**src/hdl/jsu_pkg.sv**
```systemverilog
`default_nettype none

package jsu_pkg;

  // Result kinds, carried on the result channel's tuser.
  typedef enum logic [1:0] {
    KIND_TEXT   = 2'd0,
    KIND_CLOSED = 2'd1,
    KIND_NOTSTR = 2'd2,
    KIND_ERROR  = 2'd3
  } kind_t;

  // Error codes reported with a result of kind error.
  typedef enum logic [2:0] {
    ERR_NONE = 3'd0,
    ERR_EOI  = 3'd1,
    ERR_CTRL = 3'd2,
    ERR_ESC  = 3'd3,
    ERR_HEX  = 3'd4
  } err_t;

  // Largest code point after surrogate pairing is 21 bits wide.
  localparam int unsigned CP_W = 21;

  // UTF-8 encoding of one code point: byte 0 goes out first.
  typedef struct packed {
    logic [2:0]      len;
    logic [3:0][7:0] bytes;
  } utf8_t;

  // One request's worth of results, queued between parser and serializer.
  // Text bytes come first, then an optional closing, not-a-string or error result.
  typedef struct packed {
    logic [2:0]      n_text;
    logic [3:0][7:0] text;
    logic            tail_vld;
    kind_t           tail_kind;
    err_t            tail_err;
  } entry_t;

  // Encode a code point into one to four UTF-8 bytes.
  function automatic utf8_t utf8_encode(input logic [CP_W-1:0] cp);
    utf8_t r;
    r.len   = 3'd0;
    r.bytes = '0;
    if (cp < CP_W'(32'h80)) begin
      r.len      = 3'd1;
      r.bytes[0] = cp[7:0];
    end else if (cp < CP_W'(32'h800)) begin
      r.len      = 3'd2;
      r.bytes[0] = {3'b110, cp[10:6]};
      r.bytes[1] = {2'b10, cp[5:0]};
    end else if (cp < CP_W'(32'h10000)) begin
      r.len      = 3'd3;
      r.bytes[0] = {4'b1110, cp[15:12]};
      r.bytes[1] = {2'b10, cp[11:6]};
      r.bytes[2] = {2'b10, cp[5:0]};
    end else begin
      r.len      = 3'd4;
      r.bytes[0] = {5'b11110, cp[20:18]};
      r.bytes[1] = {2'b10, cp[17:12]};
      r.bytes[2] = {2'b10, cp[11:6]};
      r.bytes[3] = {2'b10, cp[5:0]};
    end
    return r;
  endfunction

endpackage

`default_nettype wire

```
**src/hdl/jsu_front.sv**
```systemverilog
`default_nettype none

module jsu_front (
  input  wire logic           clk,
  input  wire logic           rst_n,
  input  wire logic           in_valid,
  output logic                in_ready,
  input  wire logic           in_eoi,
  input  wire logic [7:0]     in_byte,
  input  wire logic           q_full,
  output logic                push,
  output jsu_pkg::entry_t     push_entry
);

  typedef enum logic [1:0] {
    M_WAIT = 2'd0,
    M_STR  = 2'd1,
    M_ESC  = 2'd2,
    M_HEX  = 2'd3
  } mode_t;

  localparam logic [7:0] CH_QUOTE  = 8'h22;
  localparam logic [7:0] CH_BSLASH = 8'h5C;
  localparam logic [7:0] CH_SLASH  = 8'h2F;
  localparam logic [7:0] CH_B      = 8'h62;
  localparam logic [7:0] CH_F      = 8'h66;
  localparam logic [7:0] CH_N      = 8'h6E;
  localparam logic [7:0] CH_R      = 8'h72;
  localparam logic [7:0] CH_T      = 8'h74;
  localparam logic [7:0] CH_U      = 8'h75;
  localparam logic [7:0] CTRL_MAX  = 8'h1F;
  localparam logic [15:0] HI_SUR_LO = 16'hD800;
  localparam logic [15:0] HI_SUR_HI = 16'hDBFF;
  localparam logic [15:0] LO_SUR_LO = 16'hDC00;
  localparam logic [15:0] LO_SUR_HI = 16'hDFFF;
  localparam logic [jsu_pkg::CP_W-1:0] SUPP_BASE = jsu_pkg::CP_W'(32'h10000);

  mode_t       mode_r, mode_nxt;
  logic [1:0]  hex_cnt_r, hex_cnt_nxt;
  logic [11:0] hex_acc_r, hex_acc_nxt;
  logic        held_vld_r, held_vld_nxt;
  logic [15:0] held_pt_r, held_pt_nxt;

  logic            fire;
  jsu_pkg::utf8_t  held_enc;
  jsu_pkg::utf8_t  pair_enc;
  logic [2:0]      held_len;
  logic [15:0]     cp;
  logic [4:0]      hex_d;
  logic            esc_ok;
  logic [7:0]      esc_char;
  logic            pair;
  jsu_pkg::entry_t ent;

  assign in_ready = !q_full;
  assign fire     = in_valid && in_ready;

  // Encodings of the held code point and of a completed surrogate pair.
  assign held_enc = jsu_pkg::utf8_encode(jsu_pkg::CP_W'(held_pt_r));
  assign held_len = held_vld_r ? held_enc.len : 3'd0;
  assign pair_enc = jsu_pkg::utf8_encode(
      jsu_pkg::CP_W'({held_pt_r[9:0], cp[9:0]}) + SUPP_BASE);

  // Hex digit value; bit 4 set marks a byte that is not a hex digit.
  always_comb begin
    if (in_byte >= 8'h30 && in_byte <= 8'h39) begin
      hex_d = {1'b0, in_byte[3:0]};
    end else if ((in_byte >= 8'h61 && in_byte <= 8'h66) ||
                 (in_byte >= 8'h41 && in_byte <= 8'h46)) begin
      hex_d = {1'b0, in_byte[3:0] + 4'd9};
    end else begin
      hex_d = 5'h10;
    end
  end

  assign cp   = {hex_acc_r, hex_d[3:0]};
  assign pair = held_vld_r && held_pt_r >= HI_SUR_LO && held_pt_r <= HI_SUR_HI &&
                cp >= LO_SUR_LO && cp <= LO_SUR_HI;

  // Single-letter escapes.
  always_comb begin
    esc_ok   = 1'b1;
    esc_char = in_byte;
    case (in_byte)
      CH_B:      esc_char = 8'h08;
      CH_F:      esc_char = 8'h0C;
      CH_N:      esc_char = 8'h0A;
      CH_R:      esc_char = 8'h0D;
      CH_T:      esc_char = 8'h09;
      CH_QUOTE:  esc_char = in_byte;
      CH_BSLASH: esc_char = in_byte;
      CH_SLASH:  esc_char = in_byte;
      default:   esc_ok   = 1'b0;
    endcase
  end

  // Parser: next state and the results of the accepted request.
  always_comb begin
    mode_nxt     = mode_r;
    hex_cnt_nxt  = hex_cnt_r;
    hex_acc_nxt  = hex_acc_r;
    held_vld_nxt = held_vld_r;
    held_pt_nxt  = held_pt_r;
    ent          = '0;
    ent.tail_kind = jsu_pkg::KIND_TEXT;
    ent.tail_err  = jsu_pkg::ERR_NONE;

    if (fire) begin
      if (in_eoi) begin
        ent.tail_vld  = 1'b1;
        ent.tail_kind = jsu_pkg::KIND_ERROR;
        ent.tail_err  = jsu_pkg::ERR_EOI;
        mode_nxt      = M_WAIT;
        hex_cnt_nxt   = 2'd0;
        held_vld_nxt  = 1'b0;
      end else begin
        case (mode_r)
          M_WAIT: begin
            if (in_byte == CH_QUOTE) begin
              mode_nxt = M_STR;
            end else begin
              ent.tail_vld  = 1'b1;
              ent.tail_kind = jsu_pkg::KIND_NOTSTR;
            end
          end
          M_STR: begin
            if (in_byte == CH_QUOTE) begin
              // Flush any held code point, then report the close.
              ent.n_text    = held_len;
              ent.text      = held_vld_r ? held_enc.bytes : '0;
              ent.tail_vld  = 1'b1;
              ent.tail_kind = jsu_pkg::KIND_CLOSED;
              mode_nxt      = M_WAIT;
              held_vld_nxt  = 1'b0;
            end else if (in_byte <= CTRL_MAX) begin
              ent.tail_vld  = 1'b1;
              ent.tail_kind = jsu_pkg::KIND_ERROR;
              ent.tail_err  = jsu_pkg::ERR_CTRL;
              mode_nxt      = M_WAIT;
              held_vld_nxt  = 1'b0;
            end else if (in_byte == CH_BSLASH) begin
              mode_nxt = M_ESC;
            end else begin
              ent.text                = held_vld_r ? held_enc.bytes : '0;
              ent.text[held_len[1:0]] = in_byte;
              ent.n_text              = held_len + 3'd1;
              held_vld_nxt            = 1'b0;
            end
          end
          M_ESC: begin
            if (in_byte == CH_U) begin
              mode_nxt    = M_HEX;
              hex_cnt_nxt = 2'd0;
              hex_acc_nxt = '0;
            end else if (!esc_ok) begin
              ent.tail_vld  = 1'b1;
              ent.tail_kind = jsu_pkg::KIND_ERROR;
              ent.tail_err  = jsu_pkg::ERR_ESC;
              mode_nxt      = M_WAIT;
              held_vld_nxt  = 1'b0;
            end else begin
              ent.text                = held_vld_r ? held_enc.bytes : '0;
              ent.text[held_len[1:0]] = esc_char;
              ent.n_text              = held_len + 3'd1;
              held_vld_nxt            = 1'b0;
              mode_nxt                = M_STR;
            end
          end
          M_HEX: begin
            if (hex_d[4]) begin
              ent.tail_vld  = 1'b1;
              ent.tail_kind = jsu_pkg::KIND_ERROR;
              ent.tail_err  = jsu_pkg::ERR_HEX;
              mode_nxt      = M_WAIT;
              hex_cnt_nxt   = 2'd0;
              held_vld_nxt  = 1'b0;
            end else if (hex_cnt_r != 2'd3) begin
              hex_acc_nxt = cp[11:0];
              hex_cnt_nxt = hex_cnt_r + 2'd1;
            end else begin
              if (pair) begin
                // High surrogate held, low surrogate now: one supplementary character.
                ent.n_text   = pair_enc.len;
                ent.text     = pair_enc.bytes;
                held_vld_nxt = 1'b0;
              end else begin
                ent.n_text   = held_len;
                ent.text     = held_vld_r ? held_enc.bytes : '0;
                held_vld_nxt = 1'b1;
                held_pt_nxt  = cp;
              end
              hex_cnt_nxt = 2'd0;
              mode_nxt    = M_STR;
            end
          end
          default: mode_nxt = M_WAIT;
        endcase
      end
    end
  end

  assign push       = fire && (ent.n_text != 3'd0 || ent.tail_vld);
  assign push_entry = ent;

  always_ff @(posedge clk) begin
    if (!rst_n) begin
      mode_r     <= M_WAIT;
      hex_cnt_r  <= 2'd0;
      held_vld_r <= 1'b0;
    end else begin
      mode_r     <= mode_nxt;
      hex_cnt_r  <= hex_cnt_nxt;
      held_vld_r <= held_vld_nxt;
    end
  end

  // Payload state needs no reset: it is only read once written.
  always_ff @(posedge clk) begin
    hex_acc_r <= hex_acc_nxt;
    held_pt_r <= held_pt_nxt;
  end

  // An error result never travels with text.
  assert property (@(posedge clk) disable iff (!rst_n)
    push && push_entry.tail_kind == jsu_pkg::KIND_ERROR && push_entry.tail_vld
      |-> push_entry.n_text == 3'd0)
    else $error("error result queued together with text bytes");

  // At most four results per request.
  assert property (@(posedge clk) disable iff (!rst_n)
    push |-> ({1'b0, push_entry.n_text} + {3'b0, push_entry.tail_vld}) <= 4'd4)
    else $error("more than four results queued for one request");

  // Something is held only while inside a string.
  assert property (@(posedge clk) disable iff (!rst_n)
    held_vld_r |-> mode_r != M_WAIT)
    else $error("code point held outside a string");

endmodule

`default_nettype wire

```
**src/hdl/jsu_fifo.sv**
```systemverilog
`default_nettype none

module jsu_fifo #(
  parameter int unsigned DEPTH = 4
) (
  input  wire logic            clk,
  input  wire logic            rst_n,
  input  wire logic            push,
  input  wire jsu_pkg::entry_t push_entry,
  input  wire logic            pop,
  output jsu_pkg::entry_t      head,
  output logic                 full,
  output logic                 empty
);

  localparam int unsigned PW = (DEPTH > 1) ? $clog2(DEPTH) : 1;
  localparam int unsigned CW = $clog2(DEPTH + 1);

  jsu_pkg::entry_t slot_r [DEPTH];
  logic [PW-1:0]   wr_ptr_r, wr_ptr_nxt;
  logic [PW-1:0]   rd_ptr_r, rd_ptr_nxt;
  logic [CW-1:0]   count_r, count_nxt;

  assign full  = count_r == CW'(DEPTH);
  assign empty = count_r == '0;
  assign head  = slot_r[rd_ptr_r];

  // Pointer and fill count update.
  always_comb begin
    wr_ptr_nxt = wr_ptr_r;
    rd_ptr_nxt = rd_ptr_r;
    count_nxt  = count_r;
    if (push) begin
      wr_ptr_nxt = (wr_ptr_r == PW'(DEPTH - 1)) ? '0 : wr_ptr_r + PW'(1);
    end
    if (pop) begin
      rd_ptr_nxt = (rd_ptr_r == PW'(DEPTH - 1)) ? '0 : rd_ptr_r + PW'(1);
    end
    if (push && !pop) begin
      count_nxt = count_r + CW'(1);
    end else if (pop && !push) begin
      count_nxt = count_r - CW'(1);
    end
  end

  always_ff @(posedge clk) begin
    if (!rst_n) begin
      wr_ptr_r <= '0;
      rd_ptr_r <= '0;
      count_r  <= '0;
    end else begin
      wr_ptr_r <= wr_ptr_nxt;
      rd_ptr_r <= rd_ptr_nxt;
      count_r  <= count_nxt;
    end
  end

  // Entry storage.
  always_ff @(posedge clk) begin
    if (push) begin
      slot_r[wr_ptr_r] <= push_entry;
    end
  end

  // No write into a full queue.
  assert property (@(posedge clk) disable iff (!rst_n)
    push |-> !full)
    else $error("queue overflow");

  // No read from an empty queue.
  assert property (@(posedge clk) disable iff (!rst_n)
    pop |-> !empty)
    else $error("queue underflow");

endmodule

`default_nettype wire

```
**src/hdl/jsu_back.sv**
```systemverilog
`default_nettype none

module jsu_back (
  input  wire logic            clk,
  input  wire logic            rst_n,
  input  wire jsu_pkg::entry_t head,
  input  wire logic            empty,
  output logic                 pop,
  output logic                 out_valid,
  input  wire logic            out_ready,
  output logic [7:0]           out_byte,
  output jsu_pkg::kind_t       out_kind,
  output jsu_pkg::err_t        out_err,
  output logic                 out_last
);

  logic [1:0]     idx_r, idx_nxt;
  logic           vld_r;
  logic [7:0]     byte_r;
  jsu_pkg::kind_t kind_r;
  jsu_pkg::err_t  err_r;
  logic           last_r;

  logic           load;
  logic [2:0]     total;
  logic           is_last;
  logic           is_text;

  // The output register takes a new result when empty or being drained.
  assign load    = !empty && (!vld_r || out_ready);
  assign total   = head.n_text + {2'b0, head.tail_vld};
  assign is_last = {1'b0, idx_r} == total - 3'd1;
  assign is_text = {1'b0, idx_r} < head.n_text;
  assign pop     = load && is_last;

  assign idx_nxt = load ? (is_last ? 2'd0 : idx_r + 2'd1) : idx_r;

  always_ff @(posedge clk) begin
    if (!rst_n) begin
      idx_r <= 2'd0;
      vld_r <= 1'b0;
    end else begin
      idx_r <= idx_nxt;
      if (load) begin
        vld_r <= 1'b1;
      end else if (out_ready) begin
        vld_r <= 1'b0;
      end
    end
  end

  // Result payload: text bytes first, then the tail result.
  always_ff @(posedge clk) begin
    if (load) begin
      last_r <= is_last;
      if (is_text) begin
        byte_r <= head.text[idx_r];
        kind_r <= jsu_pkg::KIND_TEXT;
        err_r  <= jsu_pkg::ERR_NONE;
      end else begin
        byte_r <= 8'h00;
        kind_r <= head.tail_kind;
        err_r  <= head.tail_err;
      end
    end
  end

  assign out_valid = vld_r;
  assign out_byte  = byte_r;
  assign out_kind  = kind_r;
  assign out_err   = err_r;
  assign out_last  = last_r;

  // The index only moves past zero while an entry is being worked off.
  assert property (@(posedge clk) disable iff (!rst_n)
    idx_r != 2'd0 |-> !empty)
    else $error("serializer mid-entry with the queue empty");

endmodule

`default_nettype wire

```
**src/hdl/json_string_unescape_utf8.sv**
```systemverilog
`default_nettype none
// Path: a request's results go into the queue, then one by one into the output register.
// Throughput: one request per cycle while the queue is not full and one result per cycle
// while the receiver is ready; the queue of QUEUE_DEPTH entries lets the parser run
// ahead. Requests that give no result take no queue slot.
// Reset: synchronous, active low; the parser waits for an opening quote, queue empty.

module json_string_unescape_utf8 #(
  parameter int unsigned QUEUE_DEPTH = 4
) (
  input  wire logic        clk,
  input  wire logic        rst_n,
  input  wire logic        in_tvalid,
  output logic             in_tready,
  input  wire logic [7:0]  in_tdata,   // [7:0] data_byte
  input  wire logic        in_tuser,   // [0] op (1 = end of input)
  output logic             out_tvalid,
  input  wire logic        out_tready,
  output logic [15:0]      out_tdata,  // [7:0] out_byte, [10:8] error_code, [15:11] zero
  output logic [1:0]       out_tuser,  // [1:0] kind
  output logic             out_tlast
);

  jsu_pkg::entry_t push_entry;
  jsu_pkg::entry_t head;
  logic            push;
  logic            pop;
  logic            q_full;
  logic            q_empty;
  logic [7:0]      res_byte;
  jsu_pkg::kind_t  res_kind;
  jsu_pkg::err_t   res_err;

  // Parser: accepts and classifies input bytes.
  jsu_front u_front (
    .clk        (clk),
    .rst_n      (rst_n),
    .in_valid   (in_tvalid),
    .in_ready   (in_tready),
    .in_eoi     (in_tuser),
    .in_byte    (in_tdata),
    .q_full     (q_full),
    .push       (push),
    .push_entry (push_entry)
  );

  // Result groups waiting to be serialized.
  jsu_fifo #(
    .DEPTH (QUEUE_DEPTH)
  ) u_fifo (
    .clk        (clk),
    .rst_n      (rst_n),
    .push       (push),
    .push_entry (push_entry),
    .pop        (pop),
    .head       (head),
    .full       (q_full),
    .empty      (q_empty)
  );

  // Serializer: one result per cycle into the output register while the receiver is ready.
  jsu_back u_back (
    .clk       (clk),
    .rst_n     (rst_n),
    .head      (head),
    .empty     (q_empty),
    .pop       (pop),
    .out_valid (out_tvalid),
    .out_ready (out_tready),
    .out_byte  (res_byte),
    .out_kind  (res_kind),
    .out_err   (res_err),
    .out_last  (out_tlast)
  );

  assign out_tdata = {5'b0, res_err, res_byte};
  assign out_tuser = res_kind;

endmodule

`default_nettype wire

```
**config.mk**
```make
export PLATFORM = sky130hd
export DESIGN_NAME = json_string_unescape_utf8
export DESIGN_NICKNAME = d
export VERILOG_FILES = /design/src/hdl/jsu_pkg.sv /design/src/hdl/jsu_front.sv /design/src/hdl/jsu_fifo.sv /design/src/hdl/jsu_back.sv /design/src/hdl/json_string_unescape_utf8.sv
export SDC_FILE = /design/constraint.sdc
export NUM_CORES = 1
export LEC_CHECK = 0
export BUFFER_PORTS_ARGS = -buffer_cell sky130_fd_sc_hd__buf_2
export CAP_MARGIN = 20
export CORE_MARGIN = 2
export CORE_UTILIZATION = 40
export DETAILED_ROUTE_END_ITERATION = 10
export HOLD_SLACK_MARGIN = 0.08
export MAX_ROUTING_LAYER = met4
export PLACE_DENSITY = 0.61
export SETUP_SLACK_MARGIN = 0.02
export SYNTH_ARGS = -nofsm -noshare
export SYNTH_HDL_FRONTEND = slang
export SYNTH_HIERARCHICAL = 1
export SYNTH_SLANG_ARGS = --single-unit
export TNS_END_PERCENT = 30
```
**constraint.sdc**
```tcl
create_clock -name clk -period 14 [get_ports clk]
set_input_delay 4.2 -clock clk [delete_from_list [all_inputs] [get_ports clk]]
set_output_delay 4.2 -clock clk [all_outputs]
set_load 0.02 [all_outputs]
```
==> summary.txt <==
Status
  • Run status: complete, no violations

Detailed routing
  • Starting DRC count in detailed routing: 849
  • Drt via density: 5.860
  • Via count: 7354
  • Avg WL per Cell: 22.11 microns
  • # DRC: 0
  • Post-route antenna net violation count: 0
  • Drt pass-1 iters: 6
  • Detailed-route wire length: 27.74 mm

Place
  • Final Wtd Congestion: 1.001
  • Port bufs: 28
  • HPWL after detailed placement: 18.59 mm

Timing
  • Final hold viol count: 0
  • Total Neg Setup Slack: 0 ns
  • Fmax: 0.1301 GHz
  • Tmin final: 7.684 ns
  • Rel. slew slack: 23.35%
  • RSZ-0062 raised after global routing: no
  • Final setup fails: 0
  • Fin crit share: 54.89%
  • Slew Limit Fails: 0
  • Worst-margin pin slew: 1.135 ns
  • Clk_skew: 0.01746 ns

Yosys
  • Async S/R FF share, synth: 0%
  • Largest family of logic cells by synthesized area: simple AND/OR/NAND/NOR gates
  • Post-synthesis mux area share: 10.66%
  • Syn_area_per_cell: 13.33 sq um
  • Mapped Area: 11290 sq um
  • Synth Area in XOR/XNOR: 0.4655%
  • Number of distinct library cells after synthesis: 92
  • #FFs+latches synth: 223
  • Number of synthesized flops with an enable pin: 206
  • Register area share after synthesis: 57.81%
  • Post-synthesis adder-cell area fraction: 2.394%
  • Synth warn: 6
  • Post-Synth Simple-Gate Area: 12.36%
  • Synthesized instance count: 847
  • Synth Flop Type: edfxtp_1
  • Synth Area in Compound Gates: 12.03%

Power
  • Gate power share: 22.2%
  • Internal power: 0.001342 W
  • Psw: 0.0005013 W
  • Sw Ratio: 27.19%
  • Power per standard cell area: 148.4 nW/um^2
  • Seq pwr share: 46.3%
  • Maximum vdd drop: 0.07517 mV
  • Pleak: 4.117 nW
  • Clock Power Share: 31.6%

GRT
  • Largest net degree at the start of global routing: 42
  • First-pass GRT wire length: 42.69 mm
  • Antenna violations before repair: 0
  • Grt total ovfl: 0
  • Via count of the first global-routing pass: 6955
  • GRT Util Overall: 19.63%

CTS
  • Num CTS Buffers: 24
  • CTS Sinks: 223
  • Clock Latency Late Sink: 0.52 ns
  • Post-CTS Setup Bufs: 0
  • CTS max path bufs: 3
  • H-tree levels: 1
  • Gates resized, CTS repair: 0
  • Root Buffer: clkbuf_16
  • Clock slew seen by the registers of the worst setup and hold paths: 0.06 ns
  • CTS tree: yes
  • Post-cts hold buffer count: 0

Job
  • Max-Cap Viols: 0

Worst hold path
  • WHS Path Cells: 0
  • Hold Crit Class: reg -> reg

Worst setup path
  • Worst Reg2Reg Path Length in Cells: 15
  • CP startpoint kind: input pin
  • Crit path arrival time: 8.13 ns
  • Max FO, Critical Path: 10
  • CP endpoint kind: flop
  • WS Path Type: in -> reg
  • WP data required: 14.45 ns

Floorplan
  • Die area: 29580 sq um
  • Starting Density: 40.63%
  • Top-level port count: 34
  • Die Wd: 172.0 microns
  • Core ar.: 27780 sq um
  • Row cnt: 61
  • Die height: 172.0 microns

Layout
  • Nets: 895
  • Area growth, synth to finish: 10.08%
  • Core Util, Final: 44.73%
  • Share of cells above drive strength 1: 18.36%
  • Diodes inserted: 0
metal layers:
metal  global-route usage, %  part of all wire, %  vias to the layer above
met5                       -                    0                        -
met4                   5.188                  3.1                        0
met3                   3.044                  6.9                       59
met2                   30.16                   45                      316
met1                   27.46                   45                     3657
li1                        -                    -                     3322
path summary, 6_finish.rpt:
path | to | slack, ns | start
worst min register to register | u_front/held_pt_r[12]$_DFFE_PP_ | 0.45 | u_front/hex_acc_r[8]$_SDFFCE_PN0P_
worst min-delay path | u_front/held_pt_r[12]$_DFFE_PP_ | 0.45 | u_front/hex_acc_r[8]$_SDFFCE_PN0P_
worst max register to register | u_fifo/count_r[2]$_SDFFE_PN0P_ | 9.82 | flop
worst max-delay path | u_fifo/count_r[2]$_SDFFE_PN0P_ | 6.32 | in_tdata[0]
critical path, cell delays in order:
cell	delay [ns]
buf_2	0.22
inv_1	0.10
ha_1	0.28
nor3b_1	0.19
a311oi_4	0.47
o211a_4	0.30
and3_1	0.35
nor3_1	0.14
o2111ai_1	0.55
ha_1	0.28
inv_1	0.06
fa_1	0.37
xor2_1	0.16
or3_1	0.30
a21boi_0	0.17
flip-flops by register name, indices dropped and copies added (netlist names), 2 cells and up, named ones only:
signal	count
u_front/hex_cnt_r	2
u_back/out_byte	8
u_back/idx_r	2
u_front/hex_acc_r	12
u_back/out_err	3
u_back/out_kind	2
u_fifo/slot_r	164
u_front/mode_r	2
u_front/held_pt_r	16
u_fifo/wr_ptr_r	2
u_fifo/rd_ptr_r	2
u_fifo/count_r	3
synth_stat cells, types with 9 or more instances:
cell | n | area (sq um)
a21oi_1 | 58 | 290.3
dfxtp_1 | 17 | 340.3
nor2_1 | 48 | 180.2
and2_1 | 34 | 212.7
nand3_1 | 14 | 70.07
nand2_1 | 63 | 236.5
inv_1 | 24 | 90.09
ha_1 | 20 | 250.2
nor3_1 | 21 | 105.1
a31oi_1 | 9 | 56.30
clkbuf_1 | 23 | 86.33
edfxtp_1 | 206 | 6186
o21ai_0 | 39 | 195.2
nor2b_1 | 14 | 87.58
buf_2 | 17 | 85.08
mux4_2 | 47 | 1059
layout make-up:
cell class / instances / area [sq um]
Tap cell: 378 / 473.0
Fill cell: 2546 / 15360
Clock buffer: 30 / 623.1
Timing Repair Buffer: 44 / 292.8
Sequential cell: 223 / 6529
Inverter: 25 / 93.84
Multi-Input combinational cell: 543 / 4318
Clock inverter: 12 / 96.34
layout by cell type, fill, tap and decap left out, types with 8 or more instances in the layout:
cell type	n
buf_2	28
mux4_2	47
nor2b_1	13
nand3_1	14
a22oi_1	8
nor3_1	20
clkbuf_16	24
ha_1	20
dfxtp_1	15
a21oi_1	58
inv_1	24
nor2_1	48
o21ai_0	39
edfxtp_1	206
nand2_1	63
buf_4	14
a221oi_1	8
nand2b_1	8
and2_1	30
a31oi_1	9
cell families (layout without fill, tap and decap cells):
group                      Yosys count  in the layout
buffers and inverters               85            111
and+or+nand+nor                    253            253
adders and majority gates           21             21
xor gates and xnor gates             6              6
other                                1              5
muxes                               58             58
DFF                                223            223
AOI/OAI and AO/OA                  200            200
power groups by stage:
stage / registers [W] / clock network [W] / logic, W
after floorplan: 0.000884 / 0 / 0.000318
after global placement: 0.000865 / 0 / 0.000413
after detailed placement: 0.000868 / 0 / 0.000415
after CTS: 0.000854 / 0.000599 / 0.000417
after global routing: 0.000862 / 0.000625 / 0.000449
final: 0.000853 / 0.000582 / 0.000409
stage by stage:
stage	instance area [sq um]	std cells	hold slack, ns	setup WS, ns	power, W
floorplan	11300	851	0.4166	6.242	0.001203
global placement	11660	1211	0.4404	5.858	0.001278
detailed placement	11660	1211	0.4412	5.780	0.001283
CTS	12380	1253	0.4548	6.314	0.001870
global route	12430	1255	0.4696	6.028	0.001936
finish	12430	1255	0.4528	6.316	0.001844
Power figures use the tool's default switching activity.
